[config.mk]
export PLATFORM = sky130hd
export DESIGN_NAME = rect_blit_format_expand_unit_flat
export DESIGN_NICKNAME = d
export VERILOG_FILES = /design/src/rtl/rbfe_pkg.sv /design/src/rtl/rbfe_if.sv /design/src/rtl/rbfe_front.sv /design/src/rtl/rbfe_queue.sv /design/src/rtl/rbfe_back.sv /design/src/rtl/rect_blit_format_expand_unit.sv /design/src/flat_wrapper.sv
export SDC_FILE = /design/constraint.sdc
export NUM_CORES = 2
export LEC_CHECK = 0
export BUFFER_PORTS_ARGS = -buffer_cell sky130_fd_sc_hd__clkbuf_2
export CAP_MARGIN = 20
export CORE_MARGIN = 10
export CORE_UTILIZATION = 57
export DETAILED_ROUTE_END_ITERATION = 10
export GPL_TIMING_DRIVEN = 1
export PLACE_DENSITY = 0.74
export SYNTH_ARGS = -nofsm -noshare
export SYNTH_HDL_FRONTEND = slang
export SYNTH_SLANG_ARGS = --single-unit
[constraint.sdc]
create_clock -name clk -period 10 [get_ports clk]
set_clock_uncertainty 0.15 [all_clocks]
set_input_delay 1 -clock clk [delete_from_list [all_inputs] [get_ports clk]]
set_output_delay 1 -clock clk [all_outputs]
set_load 0.05 [all_outputs]
[src/rtl/rbfe_pkg.sv]
// Shared types, codes and helper functions for the rectangle blit unit.
package rbfe_pkg;

	// Request type codes
	localparam logic REQ_CMD   = 1'b0;
	localparam logic REQ_PIXEL = 1'b1;

	// Configuration register indexes
	localparam int  CFG_IDX_W    = 1;
	localparam logic [CFG_IDX_W-1:0] CFG_FB_BASE  = 1'b0;
	localparam logic [CFG_IDX_W-1:0] CFG_FB_WIDTH = 1'b1;

	localparam logic [12:0] FB_WIDTH_RESET = 13'd640;

	// Bytes per pixel
	localparam logic [2:0] BPP_1 = 3'd1;
	localparam logic [2:0] BPP_3 = 3'd3;
	localparam logic [2:0] BPP_4 = 3'd4;

	// Format code to bytes per pixel: code 0 gives one byte, codes 1 and 5 three, all others four
	localparam logic [2:0] FMT_BYTES [8] = '{BPP_1, BPP_3, BPP_4, BPP_4,
		BPP_4, BPP_3, BPP_4, BPP_4};

	localparam logic [24:0] PIXEL_TOTAL_MAX = 25'h1FF_FFFF;

	// Front-to-back queue size
	localparam int QPTR_W = 1;
	localparam int QDEPTH = 1 << QPTR_W;

	typedef enum logic [1:0] {
		KIND_ACK   = 2'd0,
		KIND_PIXEL = 2'd1,
		KIND_STRAY = 2'd2
	} kind_t;

	typedef struct packed {
		logic [31:0] fb_base;
		logic [12:0] fb_width;
	} rbfe_cfg_t;

	// One classified word handed from front to back
	typedef struct packed {
		kind_t       kind;
		logic        last;
		logic [12:0] off_row;   // source coordinate of the next fetch
		logic [12:0] off_col;
		logic [12:0] stride;
		logic [2:0]  bpp;
		logic [13:0] dst_row;   // destination coordinate of this write
		logic [13:0] dst_col;
		logic [12:0] ext_w;     // clipped window size, ack only
		logic [12:0] ext_h;
		logic [31:0] word;      // widened pixel
	} rbfe_job_t;

	// Repeat the last source byte into the missing upper bytes
	function automatic logic [31:0] widen(input logic [31:0] bytes, input logic [2:0] size);
		logic [31:0] w;
		case (size)
			BPP_1:   w = {4{bytes[7:0]}};
			BPP_3:   w = {bytes[23:16], bytes[23:0]};
			default: w = bytes;
		endcase
		return w;
	endfunction

endpackage

[src/rtl/rbfe_if.sv]
// Channel interfaces: request, response and configuration write.
interface rbfe_in_if;
	logic        valid;
	logic        ready;
	logic        req_type;
	logic [11:0] src_x;
	logic [11:0] src_y;
	logic [12:0] src_width;
	logic [12:0] src_height;
	logic [2:0]  src_format;
	logic [11:0] dst_x;
	logic [11:0] dst_y;
	logic [12:0] copy_width;
	logic [12:0] copy_height;
	logic [31:0] pixel_bytes;

	modport source (output valid, req_type, src_x, src_y, src_width, src_height, src_format,
		dst_x, dst_y, copy_width, copy_height, pixel_bytes, input ready);
	modport sink (input valid, req_type, src_x, src_y, src_width, src_height, src_format,
		dst_x, dst_y, copy_width, copy_height, pixel_bytes, output ready);
endinterface

interface rbfe_out_if;
	logic        valid;
	logic        ready;
	logic [1:0]  kind;
	logic [31:0] dst_addr;
	logic [31:0] dst_word;
	logic [25:0] next_src_offset;
	logic [24:0] pixel_total;
	logic        last;

	modport source (output valid, kind, dst_addr, dst_word, next_src_offset, pixel_total,
		last, input ready);
	modport sink (input valid, kind, dst_addr, dst_word, next_src_offset, pixel_total,
		last, output ready);
endinterface

interface rbfe_cfg_if;
	logic        valid;
	logic        ready;
	logic        index;
	logic [31:0] data;

	modport source (output valid, index, data, input ready);
	modport sink (input valid, index, data, output ready);
endinterface

[src/rtl/rbfe_front.sv]
// Front end: accepts words, clips commands, walks the window and classifies pixels.
module rbfe_front #(
	parameter int MAX_DIM = 4096
) (
	input  logic              clk,
	input  logic              arst_n,
	rbfe_in_if.sink           req,
	output logic              job_valid,
	input  logic              job_ready,
	output rbfe_pkg::rbfe_job_t job
);
	import rbfe_pkg::*;

	localparam logic [31:0] MaxDimU = 32'(MAX_DIM);

	function automatic logic [12:0] clamp_dim(input logic [12:0] v);
		return (32'(v) > MaxDimU) ? MaxDimU[12:0] : v;
	endfunction

	logic        busy_q;
	logic [12:0] cur_col_q, cur_row_q;
	logic [11:0] start_col_q, start_row_q;
	logic [12:0] end_col_q, end_row_q;
	logic [12:0] stride_q;
	logic [2:0]  bpp_q;
	logic [11:0] dest_col_q, dest_row_q;

	logic        accept, is_cmd;
	logic [12:0] sw, sh, cw, ch;
	logic [13:0] ex_sum, ey_sum;
	logic [12:0] ex, ey;
	logic        empty;
	logic [13:0] col_nx, row_nx;
	logic        wrap, fin;
	logic [12:0] new_col, new_row;
	logic [12:0] rel_col, rel_row;

	assign req.ready = job_ready;
	assign job_valid = req.valid;
	assign accept    = req.valid && job_ready;
	assign is_cmd    = (req.req_type == REQ_CMD);

	// command clipping, exclusive bounds
	assign sw     = clamp_dim(req.src_width);
	assign sh     = clamp_dim(req.src_height);
	assign cw     = clamp_dim(req.copy_width);
	assign ch     = clamp_dim(req.copy_height);
	assign ex_sum = 14'(req.src_x) + 14'(cw);
	assign ey_sum = 14'(req.src_y) + 14'(ch);
	assign ex     = (ex_sum > 14'(sw)) ? sw : ex_sum[12:0];
	assign ey     = (ey_sum > 14'(sh)) ? sh : ey_sum[12:0];
	assign empty  = (ex <= 13'(req.src_x)) || (ey <= 13'(req.src_y));

	// raster step
	assign col_nx  = 14'(cur_col_q) + 14'd1;
	assign row_nx  = 14'(cur_row_q) + 14'd1;
	assign wrap    = (col_nx >= 14'(end_col_q));
	assign fin     = wrap && (row_nx >= 14'(end_row_q));
	assign new_col = wrap ? 13'(start_col_q) : col_nx[12:0];
	assign new_row = wrap ? row_nx[12:0] : cur_row_q;
	assign rel_col = cur_col_q - 13'(start_col_q);
	assign rel_row = cur_row_q - 13'(start_row_q);

	always_comb begin
		job = '0;
		if (is_cmd) begin
			job.kind   = KIND_ACK;
			job.last   = empty;
			job.stride = sw;
			job.bpp    = FMT_BYTES[req.src_format];
			if (!empty) begin
				job.off_row = 13'(req.src_y);
				job.off_col = 13'(req.src_x);
				job.ext_w   = ex - 13'(req.src_x);
				job.ext_h   = ey - 13'(req.src_y);
			end
		end else if (busy_q) begin
			job.kind    = KIND_PIXEL;
			job.last    = fin;
			job.stride  = stride_q;
			job.bpp     = bpp_q;
			job.off_row = fin ? '0 : new_row;
			job.off_col = fin ? '0 : new_col;
			job.dst_row = 14'(dest_row_q) + 14'(rel_row);
			job.dst_col = 14'(dest_col_q) + 14'(rel_col);
			job.word    = widen(req.pixel_bytes, bpp_q);
		end else begin
			job.kind = KIND_STRAY;
		end
	end

	always_ff @(posedge clk or negedge arst_n) begin
		if (!arst_n) begin
			busy_q      <= 1'b0;
			cur_col_q   <= '0;
			cur_row_q   <= '0;
			start_col_q <= '0;
			start_row_q <= '0;
			end_col_q   <= '0;
			end_row_q   <= '0;
			stride_q    <= '0;
			bpp_q       <= BPP_1;
			dest_col_q  <= '0;
			dest_row_q  <= '0;
		end else if (accept) begin
			if (is_cmd) begin
				busy_q      <= !empty;
				start_col_q <= req.src_x;
				start_row_q <= req.src_y;
				cur_col_q   <= 13'(req.src_x);
				cur_row_q   <= 13'(req.src_y);
				end_col_q   <= ex;
				end_row_q   <= ey;
				stride_q    <= sw;
				bpp_q       <= FMT_BYTES[req.src_format];
				dest_col_q  <= req.dst_x;
				dest_row_q  <= req.dst_y;
			end else if (busy_q) begin
				cur_col_q <= new_col;
				cur_row_q <= new_row;
				if (fin) begin
					busy_q <= 1'b0;
				end
			end
		end
	end

	a_busy_in_window: assert property (@(posedge clk) disable iff (!arst_n)
		busy_q |-> (cur_col_q < end_col_q) && (cur_row_q < end_row_q))
		else $error("cursor outside the active window");

	a_fin_idles: assert property (@(posedge clk) disable iff (!arst_n)
		(accept && !is_cmd && busy_q && fin) |=> !busy_q)
		else $error("blit still busy after its final pixel");

endmodule

[src/rtl/rbfe_queue.sv]
// Short queue decoupling the front end from the address back end.
module rbfe_queue (
	input  logic                clk,
	input  logic                arst_n,
	input  logic                push_valid,
	output logic                push_ready,
	input  rbfe_pkg::rbfe_job_t push_job,
	output logic                pop_valid,
	input  logic                pop_ready,
	output rbfe_pkg::rbfe_job_t pop_job
);
	import rbfe_pkg::*;

	rbfe_job_t          mem_q [QDEPTH];
	logic [QPTR_W-1:0]  wr_ptr_q, rd_ptr_q;
	logic [QPTR_W:0]    cnt_q;
	logic               push, pop;

	assign push_ready = (cnt_q != (QPTR_W + 1)'(QDEPTH));
	assign pop_valid  = (cnt_q != '0);
	assign push       = push_valid && push_ready;
	assign pop        = pop_valid && pop_ready;
	assign pop_job    = mem_q[rd_ptr_q];

	always_ff @(posedge clk) begin
		if (push) begin
			mem_q[wr_ptr_q] <= push_job;
		end
	end

	always_ff @(posedge clk or negedge arst_n) begin
		if (!arst_n) begin
			wr_ptr_q <= '0;
			rd_ptr_q <= '0;
			cnt_q    <= '0;
		end else begin
			if (push) begin
				wr_ptr_q <= wr_ptr_q + 1'b1;
			end
			if (pop) begin
				rd_ptr_q <= rd_ptr_q + 1'b1;
			end
			cnt_q <= cnt_q + (QPTR_W + 1)'(push) - (QPTR_W + 1)'(pop);
		end
	end

	a_count_tracks: assert property (@(posedge clk) disable iff (!arst_n)
		$past(arst_n) |-> cnt_q == $past(cnt_q) + (QPTR_W + 1)'($past(push))
			- (QPTR_W + 1)'($past(pop)))
		else $error("queue count out of step with push and pop");

endmodule

[src/rtl/rbfe_back.sv]
// Back end: two-stage address, offset and total computation with output register.
module rbfe_back (
	input  logic                clk,
	input  logic                arst_n,
	input  rbfe_pkg::rbfe_cfg_t cfg_regs,
	input  logic                job_valid,
	output logic                job_ready,
	input  rbfe_pkg::rbfe_job_t job,
	rbfe_out_if.source          rsp
);
	import rbfe_pkg::*;

	logic        adv_s1, adv_s2;

	// stage 1: products
	logic        v_s1;
	kind_t       kind_s1;
	logic        last_s1;
	logic [25:0] p_src_s1;
	logic [12:0] off_col_s1;
	logic [2:0]  bpp_s1;
	logic [26:0] p_dst_s1;
	logic [13:0] dst_col_s1;
	logic [25:0] p_tot_s1;
	logic [31:0] word_s1;

	// stage 2: output register
	logic        v_s2;
	kind_t       kind_s2;
	logic        last_s2;
	logic [31:0] dst_addr_s2;
	logic [31:0] dst_word_s2;
	logic [25:0] next_src_offset_s2;
	logic [24:0] pixel_total_s2;

	logic [25:0] src_lin, src_off;
	logic [27:0] dst_lin;
	logic [31:0] addr;
	logic [24:0] tot;

	assign adv_s2    = !v_s2 || rsp.ready;
	assign adv_s1    = !v_s1 || adv_s2;
	assign job_ready = adv_s1;

	always_ff @(posedge clk) begin
		if (adv_s1 && job_valid) begin
			kind_s1    <= job.kind;
			last_s1    <= job.last;
			p_src_s1   <= 26'(job.off_row) * 26'(job.stride);
			off_col_s1 <= job.off_col;
			bpp_s1     <= job.bpp;
			p_dst_s1   <= 27'(job.dst_row) * 27'(cfg_regs.fb_width);
			dst_col_s1 <= job.dst_col;
			p_tot_s1   <= 26'(job.ext_w) * 26'(job.ext_h);
			word_s1    <= job.word;
		end
	end

	// linear offsets; the source offset scales by bytes per pixel (1, 3 or 4), the destination by four
	assign src_lin = p_src_s1 + 26'(off_col_s1);
	always_comb begin
		case (bpp_s1)
			BPP_1:   src_off = src_lin;
			BPP_3:   src_off = src_lin + {src_lin[24:0], 1'b0};
			default: src_off = {src_lin[23:0], 2'b00};
		endcase
	end
	assign dst_lin = 28'(p_dst_s1) + 28'(dst_col_s1);
	assign addr    = cfg_regs.fb_base + {2'b00, dst_lin, 2'b00};
	assign tot     = (p_tot_s1 > {1'b0, PIXEL_TOTAL_MAX}) ? PIXEL_TOTAL_MAX : p_tot_s1[24:0];

	always_ff @(posedge clk) begin
		if (adv_s2 && v_s1) begin
			kind_s2            <= kind_s1;
			last_s2            <= last_s1;
			dst_addr_s2        <= (kind_s1 == KIND_PIXEL) ? addr : '0;
			dst_word_s2        <= word_s1;
			next_src_offset_s2 <= src_off;
			pixel_total_s2     <= tot;
		end
	end

	always_ff @(posedge clk or negedge arst_n) begin
		if (!arst_n) begin
			v_s1 <= 1'b0;
			v_s2 <= 1'b0;
		end else begin
			if (adv_s1) begin
				v_s1 <= job_valid;
			end
			if (adv_s2) begin
				v_s2 <= v_s1;
			end
		end
	end

	assign rsp.valid           = v_s2;
	assign rsp.kind            = kind_s2;
	assign rsp.last            = last_s2;
	assign rsp.dst_addr        = dst_addr_s2;
	assign rsp.dst_word        = dst_word_s2;
	assign rsp.next_src_offset = next_src_offset_s2;
	assign rsp.pixel_total     = pixel_total_s2;

	a_nonpixel_no_write: assert property (@(posedge clk) disable iff (!arst_n)
		(v_s2 && kind_s2 != KIND_PIXEL) |-> (dst_addr_s2 == '0) && (dst_word_s2 == '0))
		else $error("non-pixel word carries a write address or data");

	a_stray_empty: assert property (@(posedge clk) disable iff (!arst_n)
		(v_s2 && kind_s2 == KIND_STRAY) |->
			(next_src_offset_s2 == '0) && (pixel_total_s2 == '0) && !last_s2)
		else $error("stray pixel word has nonzero fields");

endmodule

[src/rtl/rect_blit_format_expand_unit.sv]
// Top level of the 2D rectangle blit unit with format expansion.
//
//  channel | dir | handshake   | payload
//  --------+-----+-------------+---------------------------------------------
//  cfg     | in  | valid/ready | index (0 fb_base, 1 fb_width), data
//  req     | in  | valid/ready | command (window, sizes, format, dest) or pixel
//  rsp     | out | valid/ready | kind, dst_addr, dst_word, next_src_offset,
//          |     |             | pixel_total, last
//
// Cycles: one req word per clock while rsp.ready is high, one rsp word per
//   req word. A request passes the queue, the stage-1 and output registers;
//   the rate is set by the front end's one-step raster counters and the back
//   end's stage-1 multipliers (source row, destination row, window area).
// Reset: arst_n clears the blit state (idle), the queue and the pipeline
//   valids; fb_base resets to 0, fb_width to 640. No clearing pass.
// Stalls: a two-word queue separates the front end from the back end; the
//   back end holds its output register while rsp.ready is low and keeps
//   taking words while its stage-1 or output slot is free.
// cfg is always ready; writes are expected only while the unit is idle.
module rect_blit_format_expand_unit #(
	parameter int MAX_DIM = 4096
) (
	input  logic       clk,
	input  logic       arst_n,
	rbfe_cfg_if.sink   cfg,
	rbfe_in_if.sink    req,
	rbfe_out_if.source rsp
);
	import rbfe_pkg::*;

	rbfe_cfg_t cfg_q;

	logic      f_valid, f_ready;
	rbfe_job_t f_job;
	logic      b_valid, b_ready;
	rbfe_job_t b_job;

	// Configuration registers: base address and destination stride
	assign cfg.ready = 1'b1;

	always_ff @(posedge clk or negedge arst_n) begin
		if (!arst_n) begin
			cfg_q.fb_base  <= '0;
			cfg_q.fb_width <= FB_WIDTH_RESET;
		end else if (cfg.valid && cfg.ready) begin
			case (cfg.index)
				CFG_FB_BASE:  cfg_q.fb_base  <= cfg.data;
				CFG_FB_WIDTH: cfg_q.fb_width <= cfg.data[12:0];
				default: ;
			endcase
		end
	end

	// Front end: clipping, raster walk, pixel widening
	rbfe_front #(
		.MAX_DIM (MAX_DIM)
	) u_front (
		.clk       (clk),
		.arst_n    (arst_n),
		.req       (req),
		.job_valid (f_valid),
		.job_ready (f_ready),
		.job       (f_job)
	);

	// Decoupling queue
	rbfe_queue u_queue (
		.clk        (clk),
		.arst_n     (arst_n),
		.push_valid (f_valid),
		.push_ready (f_ready),
		.push_job   (f_job),
		.pop_valid  (b_valid),
		.pop_ready  (b_ready),
		.pop_job    (b_job)
	);

	// Back end: addresses, source offsets, totals
	rbfe_back u_back (
		.clk       (clk),
		.arst_n    (arst_n),
		.cfg_regs  (cfg_q),
		.job_valid (b_valid),
		.job_ready (b_ready),
		.job       (b_job),
		.rsp       (rsp)
	);

endmodule
[src/flat_wrapper.sv]
// flat-port wrapper written by rule: the top's interface ports become plain ports
module rect_blit_format_expand_unit_flat import rbfe_pkg::*;
#(
	parameter int MAX_DIM = 4096
)
  (clk, arst_n, cfg_valid, cfg_index, cfg_data, cfg_ready, req_valid, req_req_type, req_src_x, req_src_y, req_src_width, req_src_height, req_src_format, req_dst_x, req_dst_y, req_copy_width, req_copy_height, req_pixel_bytes, req_ready, rsp_valid, rsp_kind, rsp_dst_addr, rsp_dst_word, rsp_next_src_offset, rsp_pixel_total, rsp_last, rsp_ready);
  rbfe_cfg_if cfg_i ();
  rbfe_in_if req_i ();
  rbfe_out_if rsp_i ();
  input  logic clk;
  input  logic arst_n;
  input wire logic [$bits(cfg_i.valid)-1:0] cfg_valid;
  input wire logic [$bits(cfg_i.index)-1:0] cfg_index;
  input wire logic [$bits(cfg_i.data)-1:0] cfg_data;
  output wire logic [$bits(cfg_i.ready)-1:0] cfg_ready;
  input wire logic [$bits(req_i.valid)-1:0] req_valid;
  input wire logic [$bits(req_i.req_type)-1:0] req_req_type;
  input wire logic [$bits(req_i.src_x)-1:0] req_src_x;
  input wire logic [$bits(req_i.src_y)-1:0] req_src_y;
  input wire logic [$bits(req_i.src_width)-1:0] req_src_width;
  input wire logic [$bits(req_i.src_height)-1:0] req_src_height;
  input wire logic [$bits(req_i.src_format)-1:0] req_src_format;
  input wire logic [$bits(req_i.dst_x)-1:0] req_dst_x;
  input wire logic [$bits(req_i.dst_y)-1:0] req_dst_y;
  input wire logic [$bits(req_i.copy_width)-1:0] req_copy_width;
  input wire logic [$bits(req_i.copy_height)-1:0] req_copy_height;
  input wire logic [$bits(req_i.pixel_bytes)-1:0] req_pixel_bytes;
  output wire logic [$bits(req_i.ready)-1:0] req_ready;
  output wire logic [$bits(rsp_i.valid)-1:0] rsp_valid;
  output wire logic [$bits(rsp_i.kind)-1:0] rsp_kind;
  output wire logic [$bits(rsp_i.dst_addr)-1:0] rsp_dst_addr;
  output wire logic [$bits(rsp_i.dst_word)-1:0] rsp_dst_word;
  output wire logic [$bits(rsp_i.next_src_offset)-1:0] rsp_next_src_offset;
  output wire logic [$bits(rsp_i.pixel_total)-1:0] rsp_pixel_total;
  output wire logic [$bits(rsp_i.last)-1:0] rsp_last;
  input wire logic [$bits(rsp_i.ready)-1:0] rsp_ready;
  assign cfg_i.valid = cfg_valid;
  assign cfg_i.index = cfg_index;
  assign cfg_i.data = cfg_data;
  assign cfg_ready = cfg_i.ready;
  assign req_i.valid = req_valid;
  assign req_i.req_type = req_req_type;
  assign req_i.src_x = req_src_x;
  assign req_i.src_y = req_src_y;
  assign req_i.src_width = req_src_width;
  assign req_i.src_height = req_src_height;
  assign req_i.src_format = req_src_format;
  assign req_i.dst_x = req_dst_x;
  assign req_i.dst_y = req_dst_y;
  assign req_i.copy_width = req_copy_width;
  assign req_i.copy_height = req_copy_height;
  assign req_i.pixel_bytes = req_pixel_bytes;
  assign req_ready = req_i.ready;
  assign rsp_valid = rsp_i.valid;
  assign rsp_kind = rsp_i.kind;
  assign rsp_dst_addr = rsp_i.dst_addr;
  assign rsp_dst_word = rsp_i.dst_word;
  assign rsp_next_src_offset = rsp_i.next_src_offset;
  assign rsp_pixel_total = rsp_i.pixel_total;
  assign rsp_last = rsp_i.last;
  assign rsp_i.ready = rsp_ready;
  rect_blit_format_expand_unit #(.MAX_DIM(MAX_DIM)) u_core (.clk(clk), .arst_n(arst_n), .cfg(cfg_i), .req(req_i), .rsp(rsp_i));
endmodule
==> flow_summary.ini <==
[run_status]
status = finished, final reports clean

[global_routing]
antenna_found_initial = 5
grt_max_degree = 82
grt_overflow = 0
grt_usage_pct = 25.1
grt_pass1_wl_microns = 211000
grt_pass1_vias = 37900

[clock_tree]
clk_pin_slew_ns = 0.06
cts_made_buffers = 77
clk-insertion-delay-late_ns = 0.68
cts_setup_buffers = 0
clkSinkCount = 692
hold_buffers = 0
cts_tree = yes
htreeDepth = 3
clock_path_buffers = 3
cts_resized = 0
cts_root_buffer = clkbuf_16

[logic_synthesis]
syn_nets = 6042
ys_ff_latch = 692
syn_area_per_cell_sq_um = 10.5
syn_area_sq_mm = 0.0530
synth_area_leaders = edfxtp_1 30%, fa_1 15%, ha_1 11%
netlist.area_leader.share_pct = 29.7
synth.most_common_cell = nand2_1
synth_edf_count = 524
synth_sequential_area_ratio_pct = 37.6
synth_cells = 5037
ys.flop_type = edfxtp_1
yosys-top-cells-count = 667 x nand2_1, 595 x inv_1, 524 x edfxtp_1
synth_cell_type_count = 91
synthArstFlopShare_pct = 24.3
synth_top_cell_by_area = edfxtp_1
ys_warn_count = 0

[timing]
final_hold_viol_count = 0
period_share_pct = 77.1
max_freq_ghz = 0.130
rsz0062_at_grt = no
fin_crit_ns = 7.71
tns_ns = 0
setup_violations = 0
tightest_slew_ns = 1.05
max-slew-margin-rel_pct = 27.8
maxSlewViolCount = 0

[layout]
fill_cells = 7383
nets = 6279
synthToLayoutAreaGrowth_pct = 10.2
drive_above_1_share_pct = 13.8

[critical_path]
required_ns = 10.22
path_cells = buf_12, mux2i_1, nor2_1, fa_1, fa_1, fa_1, inv_1, fa_1, inv_1, fa_1, ha_1, and3_1, nand2_1, o31ai_1, a211oi_1, o21ai_0, a31oi_1, o21bai_1, xnor2_1
critPathMaxStageDelay_ns = 0.93
critical_path.top_delay_family = adder cells
worstSetupStartpointType = flop
path_max_fanout = 71
cp.buffers_inverters = 3
crit_top_cell = fa_1
critPathArrivalTime_ns = 7.93
path_class = flop to flop
crit_slowest_cell = mux2i_1
end_kind = flop

[die]
initial_core_util_pct = 57.7
die_area_sq_mm = 0.106
die_h_microns = 325
fp-row-count = 111
die_w_microns = 325
ios = 295
core_area_sq_mm = 0.0919

[route]
ant_nets = 0
drt-wirelength-per-cell_microns = 20.2
post-route-drc-count = 0
dr.pass1.iters = 6
routed_wl_microns = 133000
route.vias.total = 37500
routed_via_density = 5.70
drt-initial-drc-count = 3022

[flow_run]
maxCapViolations = 0

[placed_design]
dp_hpwl_microns = 102000
gp_congestion = 0.915
io_buffers = 293

[hold_path]
min_path_type = primary input to asynchronous set/reset pin
[flip-flops by register name (all words and copies together), names as in the netlist, 14 cells and up]
| register | cells |
|---|---|
| u_core.cfg_q | 45 |
| u_core.u_back.dst_col_s1 | 14 |
| u_core.u_back.p_dst_s1 | 27 |
| u_core.u_back.p_src_s1 | 26 |
| u_core.u_back.p_tot_s1 | 26 |
| u_core.u_back.rsp.dst_addr | 32 |
| u_core.u_back.rsp.dst_word | 32 |
| u_core.u_back.rsp.next_src_offset | 26 |
| u_core.u_back.rsp.pixel_total | 25 |
| u_core.u_back.word_s1 | 32 |
| u_core.u_queue.mem_q | 262 |
[cell type report]
class / instances / area (sq um) / area share, %
sequential: 692 / 19900 / 34.1
clock inverter: 47 / 652 / 1.12
inverter: 595 / 2230 / 3.82
timing repair buffer: 328 / 1760 / 3.01
multi-input combinational: 3580 / 30200 / 51.7
tap: 1243 / 1560 / 2.66
clock buffer: 97 / 2080 / 3.56
antenna: 4 / 10.0 / 0.0171
[worst register-to-register path, stage by stage, from the launching register on]
cell,delay [ns]
dfrtp_4,0.92
buf_12,0.46
mux2i_1,1.01
nor2_1,0.18
fa_1,0.60
fa_1,0.45
fa_1,0.55
inv_1,0.06
fa_1,0.53
inv_1,0.05
fa_1,0.49
ha_1,0.37
and3_1,0.22
nand2_1,0.07
o31ai_1,0.45
a211oi_1,0.20
o21ai_0,0.29
a31oi_1,0.13
o21bai_1,0.16
xnor2_1,0.09
[kinds of logic (layout without fill, tap and decap cells)]
family	count (synthesis)	in the layout	synth area share [%]
XOR/XNOR	248	248	4.10
AO/OA/AOI/OAI	795	795	9.73
buffers and inverters	765	1067	5.54
multiplexers	273	273	5.61
adder cells (fa/ha/maj)	831	831	25.1
AND/OR/NAND/NOR	1432	1432	12.3
other	1	5	0.00707
flip-flops	692	692	37.6
[metal layers]
metal	vias to the layer above	global-route usage (%)	part of all wire [%]
met5	-	0	0
met4	0	7.33	2.7
met3	221	4.87	8.0
met2	1430	40.3	46
met1	18300	34.3	43
li1	17500	-	-
[layout by cell type (no fill, tap or decap), types with 12 or more instances in the layout]
cell type / count
o21ai_1: 16
o21ai_0: 202
nand2b_1: 40
and2_1: 106
o22ai_1: 16
a21oi_1: 211
mux2_2: 193
a211oi_1: 28
edfxtp_1: 524
inv_1: 595
xor2_1: 82
or3_1: 17
nand2_1: 666
or2_2: 31
o21bai_1: 33
clkbuf_16: 77
nand3_1: 46
nor2b_1: 74
a31oi_1: 25
o2bb2ai_2: 19
o21a_1: 28
dfrtp_1: 164
and3_1: 43
clkbuf_1: 12
nor2_1: 287
a21boi_0: 13
xnor2_1: 166
ha_1: 445
buf_4: 33
fa_1: 386
clkbuf_2: 292
nand4_1: 21
nor3_1: 47
mux2i_1: 79
a21o_1: 107
clkinv_2: 14
[worst paths after layout]
path                                     startpoint                            end  slack [ns]  cells past startpoint
max                         u_core.u_queue.rd_ptr_q     u_core.u_back.p_src_s1[25]        2.29                     19
min                                          arst_n               u_core.cfg_q[27]        0.12                      1
max reg2reg                 u_core.u_queue.rd_ptr_q     u_core.u_back.p_src_s1[25]        2.29                     19
min reg2reg                u_core.u_back.word_s1[8]  u_core.u_back.rsp.dst_word[8]        0.26                      0
max in group asynchronous                    arst_n    u_core.u_front.end_col_q[2]        7.40                      3
min in group clk           u_core.u_back.word_s1[8]  u_core.u_back.rsp.dst_word[8]        0.26                      0
[per-stage QoR]
stage	cells	setup WS (ns)	cell area, sq um	util, %	hold slack, ns
floorplan	5037	0.148	53000	-	0.250
global placement	6436	2.14	55700	60.5	0.250
detailed placement	6436	1.97	55700	60.5	0.255
CTS	6580	2.42	58400	63.5	0.108
global route	6586	1.96	58400	63.6	0.139
finish	6586	2.29	58400	63.6	0.122
Power is not shown: default switching activity piles up to over one toggle a cycle in this logic, so the estimate is an artifact.
